**src/rtl/core/shs_pkg.sv**
```systemverilog
// Shared types, constants and round functions for the SHA-256 stream hasher.
`default_nettype none

package shs_pkg;

    localparam int BLOCK_BYTES     = 64;
    localparam int BLOCK_BITS      = 512;
    localparam int ROUNDS          = 64;
    localparam int PAD_LIMIT       = 56;
    localparam int QUEUE_DEPTH_DEF = 2;
    localparam logic [7:0] PAD_BYTE = 8'h80;

    typedef struct packed {
        logic [7:0] data_byte;
        logic       has_byte;
        logic       last;
    } in_beat_t;

    typedef struct packed {
        logic [63:0] digest_bits_255_192;
        logic [63:0] digest_bits_191_128;
        logic [63:0] digest_bits_127_64;
        logic [63:0] digest_bits_63_0;
    } out_beat_t;

    // One block handed from the front to the compression engine.
    typedef struct packed {
        logic [BLOCK_BITS-1:0] block;     // byte 0 in the top bits
        logic                  last_blk;  // closes the message, digest wanted
    } blk_job_t;

    localparam logic [31:0] IV [8] = '{
        32'h6a09e667, 32'hbb67ae85, 32'h3c6ef372, 32'ha54ff53a,
        32'h510e527f, 32'h9b05688c, 32'h1f83d9ab, 32'h5be0cd19
    };

    localparam logic [31:0] K_TABLE [ROUNDS] = '{
        32'h428a2f98, 32'h71374491, 32'hb5c0fbcf, 32'he9b5dba5,
        32'h3956c25b, 32'h59f111f1, 32'h923f82a4, 32'hab1c5ed5,
        32'hd807aa98, 32'h12835b01, 32'h243185be, 32'h550c7dc3,
        32'h72be5d74, 32'h80deb1fe, 32'h9bdc06a7, 32'hc19bf174,
        32'he49b69c1, 32'hefbe4786, 32'h0fc19dc6, 32'h240ca1cc,
        32'h2de92c6f, 32'h4a7484aa, 32'h5cb0a9dc, 32'h76f988da,
        32'h983e5152, 32'ha831c66d, 32'hb00327c8, 32'hbf597fc7,
        32'hc6e00bf3, 32'hd5a79147, 32'h06ca6351, 32'h14292967,
        32'h27b70a85, 32'h2e1b2138, 32'h4d2c6dfc, 32'h53380d13,
        32'h650a7354, 32'h766a0abb, 32'h81c2c92e, 32'h92722c85,
        32'ha2bfe8a1, 32'ha81a664b, 32'hc24b8b70, 32'hc76c51a3,
        32'hd192e819, 32'hd6990624, 32'hf40e3585, 32'h106aa070,
        32'h19a4c116, 32'h1e376c08, 32'h2748774c, 32'h34b0bcb5,
        32'h391c0cb3, 32'h4ed8aa4a, 32'h5b9cca4f, 32'h682e6ff3,
        32'h748f82ee, 32'h78a5636f, 32'h84c87814, 32'h8cc70208,
        32'h90befffa, 32'ha4506ceb, 32'hbef9a3f7, 32'hc67178f2
    };

    function automatic logic [31:0] big_sig0(input logic [31:0] x);
        return {x[1:0], x[31:2]} ^ {x[12:0], x[31:13]} ^ {x[21:0], x[31:22]};
    endfunction

    function automatic logic [31:0] big_sig1(input logic [31:0] x);
        return {x[5:0], x[31:6]} ^ {x[10:0], x[31:11]} ^ {x[24:0], x[31:25]};
    endfunction

    function automatic logic [31:0] small_sig0(input logic [31:0] x);
        return {x[6:0], x[31:7]} ^ {x[17:0], x[31:18]} ^ {3'b000, x[31:3]};
    endfunction

    function automatic logic [31:0] small_sig1(input logic [31:0] x);
        return {x[16:0], x[31:17]} ^ {x[18:0], x[31:19]} ^ {10'b0, x[31:10]};
    endfunction

endpackage

`default_nettype wire

```
**src/rtl/core/shs_back.sv**
```systemverilog
// Compression engine: one SHA-256 round per cycle, chaining state, digest register.
`default_nettype none

module shs_back (
    input  wire logic              aclk,
    input  wire logic              aresetn,
    input  wire logic              job_valid,
    output logic                   job_ready,
    input  wire shs_pkg::blk_job_t job_data,
    output logic                   m_valid,
    input  wire logic              m_ready,
    output shs_pkg::out_beat_t     m_data
);

    localparam logic [1:0] ST_IDLE   = 2'd0;
    localparam logic [1:0] ST_ROUND  = 2'd1;
    localparam logic [1:0] ST_FINISH = 2'd2;

    logic [1:0]  state_reg, state_next;
    logic [5:0]  round_reg, round_next;
    logic        last_reg, last_next;
    logic [31:0] chain_reg [8];
    logic [31:0] chain_next [8];
    logic [31:0] wk_reg [8];    // a..h
    logic [31:0] wk_next [8];
    logic [31:0] w_reg [16];
    logic [31:0] w_next [16];
    logic        m_valid_reg, m_valid_next;
    shs_pkg::out_beat_t m_data_reg, m_data_next;

    logic [31:0] t1, t2, w_new;
    logic [31:0] sum [8];
    logic        out_free;

    assign job_ready = state_reg == ST_IDLE;
    assign m_valid   = m_valid_reg;
    assign m_data    = m_data_reg;
    assign out_free  = !m_valid_reg || m_ready;

    always_comb begin
        t1 = wk_reg[7] + shs_pkg::big_sig1(wk_reg[4])
           + ((wk_reg[4] & wk_reg[5]) ^ (~wk_reg[4] & wk_reg[6]))
           + shs_pkg::K_TABLE[round_reg] + w_reg[0];
        t2 = shs_pkg::big_sig0(wk_reg[0])
           + ((wk_reg[0] & wk_reg[1]) ^ (wk_reg[0] & wk_reg[2]) ^ (wk_reg[1] & wk_reg[2]));
        w_new = shs_pkg::small_sig1(w_reg[14]) + w_reg[9]
              + shs_pkg::small_sig0(w_reg[1]) + w_reg[0];
        for (int i = 0; i < 8; i++) begin
            sum[i] = chain_reg[i] + wk_reg[i];
        end
    end

    always_comb begin
        state_next   = state_reg;
        round_next   = round_reg;
        last_next    = last_reg;
        chain_next   = chain_reg;
        wk_next      = wk_reg;
        w_next       = w_reg;
        m_valid_next = m_valid_reg;
        m_data_next  = m_data_reg;
        if (m_valid_reg && m_ready) begin
            m_valid_next = 1'b0;
        end
        unique case (state_reg)
            ST_IDLE: begin
                if (job_valid) begin
                    wk_next    = chain_reg;
                    last_next  = job_data.last_blk;
                    round_next = '0;
                    for (int j = 0; j < 16; j++) begin
                        w_next[j] = job_data.block[511 - 32*j -: 32];
                    end
                    state_next = ST_ROUND;
                end
            end
            ST_ROUND: begin
                wk_next[0] = t1 + t2;
                wk_next[1] = wk_reg[0];
                wk_next[2] = wk_reg[1];
                wk_next[3] = wk_reg[2];
                wk_next[4] = wk_reg[3] + t1;
                wk_next[5] = wk_reg[4];
                wk_next[6] = wk_reg[5];
                wk_next[7] = wk_reg[6];
                for (int j = 0; j < 15; j++) begin
                    w_next[j] = w_reg[j + 1];
                end
                w_next[15] = w_new;
                round_next = round_reg + 1'b1;
                if (round_reg == 6'(shs_pkg::ROUNDS - 1)) begin
                    state_next = ST_FINISH;
                end
            end
            ST_FINISH: begin
                if (!last_reg) begin
                    chain_next = sum;
                    state_next = ST_IDLE;
                end else if (out_free) begin
                    m_data_next  = '{digest_bits_255_192: {sum[0], sum[1]},
                                     digest_bits_191_128: {sum[2], sum[3]},
                                     digest_bits_127_64:  {sum[4], sum[5]},
                                     digest_bits_63_0:    {sum[6], sum[7]}};
                    m_valid_next = 1'b1;
                    chain_next   = shs_pkg::IV;
                    state_next   = ST_IDLE;
                end
            end
            default: begin
                state_next = ST_IDLE;
            end
        endcase
    end

    always_ff @(posedge aclk) begin
        if (!aresetn) begin
            state_reg   <= ST_IDLE;
            round_reg   <= '0;
            last_reg    <= 1'b0;
            chain_reg   <= shs_pkg::IV;
            m_valid_reg <= 1'b0;
        end else begin
            state_reg   <= state_next;
            round_reg   <= round_next;
            last_reg    <= last_next;
            chain_reg   <= chain_next;
            m_valid_reg <= m_valid_next;
        end
    end

    always_ff @(posedge aclk) begin
        wk_reg     <= wk_next;
        w_reg      <= w_next;
        m_data_reg <= m_data_next;
    end

    a_round_end: assert property (@(posedge aclk) disable iff (!aresetn)
        (state_reg == ST_ROUND && round_reg == 6'(shs_pkg::ROUNDS - 1))
        |=> state_reg == ST_FINISH)
        else $error("round count did not close the block");

    a_digest_src: assert property (@(posedge aclk) disable iff (!aresetn)
        $rose(m_valid_reg) |-> ($past(last_reg) && $past(state_reg) == ST_FINISH))
        else $error("digest raised outside a closing block");

endmodule

`default_nettype wire

```
**config.mk**
```make
export PLATFORM = sky130hd
export DESIGN_NAME = shs_back
export DESIGN_NICKNAME = d
export VERILOG_FILES = /design/src/rtl/core/shs_pkg.sv /design/src/rtl/core/shs_back.sv
export SDC_FILE = /design/constraint.sdc
export NUM_CORES = 2
export LEC_CHECK = 0
export BUFFER_PORTS_ARGS = -buffer_cell sky130_fd_sc_hd__buf_4
export CAP_MARGIN = 40
export CORE_ASPECT_RATIO = 1.1
export CORE_UTILIZATION = 55
export DETAILED_ROUTE_END_ITERATION = 8
export PLACE_DENSITY = 0.76
export SKIP_CTS_REPAIR_TIMING = 1
export SYNTH_ARGS = -nofsm -noshare
export SYNTH_HDL_FRONTEND = slang
export SYNTH_SLANG_ARGS = --single-unit
```
**constraint.sdc**
```tcl
create_clock -name aclk -period 15.75 [get_ports aclk]
set_clock_uncertainty 0.2 [all_clocks]
set_input_delay 0 -clock aclk [delete_from_list [all_inputs] [get_ports aclk]]
set_output_delay 0 -clock aclk [all_outputs]
set_load 0.02 [all_outputs]
```
==> results.yml, run 1 <==
outcome:
  status: "stopped before the end"
  haltStage: "5_1_grt"
  error: "[ERROR GRT-0232] Routing congestion too high. Check the congestion heatmap in the GUI."
yosys:
  yosysMostFrequentCell: "nand2_1"
  ys_seq_area_share_pct: 46.9
  netlist_instances: 7959
  synth_cell_types: 80
  synth_async_sr_flop_share_pct: 0
  synthTopCellsByCount: "nand2_1, edfxtp_1, inv_1"
  syn_nets: 9070
  synth_top_flop_cell: "edfxtp_1"
  yosysWarnings: 0
  synth_top_area_share_pct: 40.0
  ys_ff_latch: 1290
  syn_avg_cell_area_sq_um: 9.67
  synth_edf_count: 1024
  yosysTopAreaCell: "edfxtp_1"
  synth_area_sq_um: 77000
  synth.top_cells.by_area: "edfxtp_1, nand2_1, dfxtp_1"
clock_network:
  h-tree-depth: 4
  cts.path.max_buffers: 3
  clock_sinks: 1290
  cts_buffers: 135
  root_buffer: "clkbuf_16"
floorplanning:
  die_h_um: 394
  start_util_pct: 55.6
  io_pins: 775
  fp-row-count: 143
  die_w_um: 359
placed_design:
  dp_hpwl_um: 209000
  dp.cells: 10233
  gp_congestion: 1.04
  place_ws_ns: 6.42
  place_area_sq_um: 84500
  portBuffers: 774
global_routing:
  grt_usage_pct: 50.1
  overflow: 68
  grt_max_degree: 239
layer usage:
| layer | GRT usage, % | GRT overflow |
|---|---|---|
| met2 | 68.4 | 32 |
| met4 | 35.7 | 34 |
| met3 | 25.9 | 1 |
| met1 | 58.9 | 1 |
| met5 | 12.9 | 0 |
kinds of logic after synthesis:
| logic type | Yosys count | share of synthesized area (%) |
|---|---|---|
| simple gates | 2923 | 15.5 |
| buf+inv | 898 | 4.39 |
| mux | 53 | 0.871 |
| flops | 1290 | 46.9 |
| compound gates | 1609 | 14.0 |
| xor+xnor | 590 | 6.71 |
| fa+ha+maj | 596 | 11.6 |
stage by stage:
step / hold WS [ns] / util [%]
4_1_cts: -0.795 / 64.3
2_1_floorplan: -0.0439 / -
3_5_place_dp: 0.0640 / 61.0
3_3_place_gp: 0.0657 / 60.7
==> run 2: changes to the inputs <==
Settings changed: CORE_ASPECT_RATIO 1.1 to not set, CORE_UTILIZATION 55 to 40, PLACE_DENSITY 0.76 to not set, PLACE_DENSITY_LB_ADDON set to 0.15.
Clock period 15.75 ns to 20.5 ns, I/O delays scaled along.
==> run 2 against run 1 <==
  * The run now ends clean
  * Synthesized cell count is the same
  * Synthesized area is the same
==> results.yml, run 2 <==
yosys:
  synth_area_sq_um: 77000
  syn_avg_cell_area_sq_um: 9.67
  synthTopCellsByCount: "nand2_1, edfxtp_1, inv_1"
  ys_seq_area_share_pct: 46.9
  yosysWarnings: 0
  synth.top_cells.by_area: "edfxtp_1, nand2_1, dfxtp_1"
  netlist_instances: 7959
  synth_top_flop_cell: "edfxtp_1"
  yosysTopAreaCell: "edfxtp_1"
  synth_cell_types: 80
  synth_async_sr_flop_share_pct: 0
  synth_top_area_share_pct: 40.0
  syn_nets: 9070
  ys_ff_latch: 1290
  synth_edf_count: 1024
  yosysMostFrequentCell: "nand2_1"
global_routing:
  grt_max_degree: 228
  grt_pass1_wl_um: 419000
  grt_pass1_vias: 58616
  overflow: 0
  antenna_found_initial: 29
  grt_usage_pct: 29.9
timing:
  tns_ns: 0
  min_period_ns: 9.46
  fmax_ghz: 0.106
  finalHoldViolCount: 0
  grt_setup_unrepaired: "false"
  worst_slew_pin_slew_ns: 1.36
  maxSlewHeadroom_pct: 9.17
  finalCritPeriodShare_pct: 46.1
  final-setup-viol-count: 0
  finalMaxSlewViolations: 0
clock_network:
  cts_buffers: 149
  root_buffer: "clkbuf_16"
  cts_tree: "done"
  cts.path.max_buffers: 3
  insertion_delay_ns: 0.84
  clk_pin_slew_ns: 0.06
  h-tree-depth: 4
  clock_sinks: 1290
hold_path:
  hp-class: "in2reg"
floorplanning:
  core_area_sq_um: 191000
  die_h_um: 441
  fp-row-count: 160
  start_util_pct: 40.4
  die_area_sq_um: 194000
  die_w_um: 441
  io_pins: 775
layout:
  utilization_pct: 52.9
  layout_commonest_cell: "nand2_1"
  layout.nets: 10716
  mostFrequentLayoutCells: "nand2_1, edfxtp_1, dlygate4sd3_1"
  areaGrowthSynthToFinish_pct: 31.1
  layout-drive-gt1-share_pct: 12.1
  largest_reg_flops: 512
routing:
  drt_iter0_markers: 7295
  ant_nets: 0
  vias: 67465
  drc: 0
  postRouteWirelength_um: 317000
  vias_per_cell: 5.49
  drtPass1Iterations: 6
  routedWlPerCell_um: 25.8
outcome:
  status: "finished clean"
placed_design:
  dp_hpwl_um: 230000
  portBuffers: 774
  gp_congestion: 0.984
critical_path:
  cp-end-kind: "register"
  required_ns: 20.86
  max_stage_delay_ns: 0.73
  cp-start-kind: "register"
  worstPathMaxFanout: 30
  cpMostUsedCell: "a21oi_1"
  cp_slowest_cell: "dfxtp_2"
  arrival_ns: 9.82
  worstSetupPathType: "reg2reg"
flow_run:
  drv_cap: 0
run 2: cell counts after synthesis:
No cell type changed its count.
run 2: through the flow:
| step | hold slack [ns] | std cells | setup slack (ns) | area, sq um |
|---|---|---|---|---|
| finish | 0.0296 | 12278 | 11.04 | 101000 |
| global route | 0.00615 | 12263 | 10.44 | 101000 |
| CTS | -0.849 | 11214 | 11.12 | 90500 |
| detailed placement | 0.0714 | 10936 | 11.15 | 85400 |
| global placement | 0.0663 | 10911 | 11.26 | 85000 |
| floorplan | -0.0439 | 7959 | 3.16 | 77000 |
run 2: metal layers:
metal / GRT usage (%) / up-vias / share of wire, %
met5: 0 / - / 0.069
met4: 8.67 / 10 / 3.7
met3: 6.20 / 626 / 8.0
met2: 44.9 / 2900 / 44
met1: 43.3 / 33141 / 44
li1: - / 30788 / -
run 2: path summary, 6_finish.rpt:
| path | from | endpoint | slack [ns] | cells after the start |
|---|---|---|---|---|
| worst min register to register | w_reg[173] | w_reg[205] | 0.28 | 2 |
| worst max-delay path | round_reg[2] | wk_reg[254] | 11.04 | 32 |
| worst max register to register | round_reg[2] | wk_reg[254] | 11.04 | 32 |
| worst min-delay path | job_data[457] | w_reg[456] | 0.03 | 4 |
run 2: critical path: cells and delay by family, from the launching register on:
kind / cells / cell delay, ns
adder cells (fa/ha/maj): 5 / 1.74
flip-flops: 1 / 0.73
AND/OR/NAND/NOR: 3 / 0.83
AO/OA/AOI/OAI: 17 / 4.33
XOR/XNOR: 2 / 0.35
buffers and inverters: 5 / 0.96
run 2: cell type report:
class / count / area [sq um]
Sequential cell: 1290 / 36100
Clock buffer: 184 / 3920
Tap cell: 2511 / 3140
Clock inverter: 94 / 1170
Multi-Input combinational cell: 5771 / 37600
Antenna cell: 35 / 87.6
Inverter: 507 / 1910
Timing Repair Buffer: 1886 / 17000
Fill cell: 16820 / 89700
run 2: cell families (layout without fill, tap and decap cells):
logic type	count (synthesis)	count (layout)	synth area share (%)
other cells	0	35	0
flops	1290	1290	46.9
mux	53	53	0.871
xor+xnor	590	590	6.71
simple gates	2923	2923	15.5
buf+inv	898	2671	4.39
compound gates	1609	1609	14.0
fa+ha+maj	596	596	11.6
Power of run 2 is left out: the tool's default activity adds up to more than one toggle a clock period on the data nets, which glitch-free logic cannot reach.
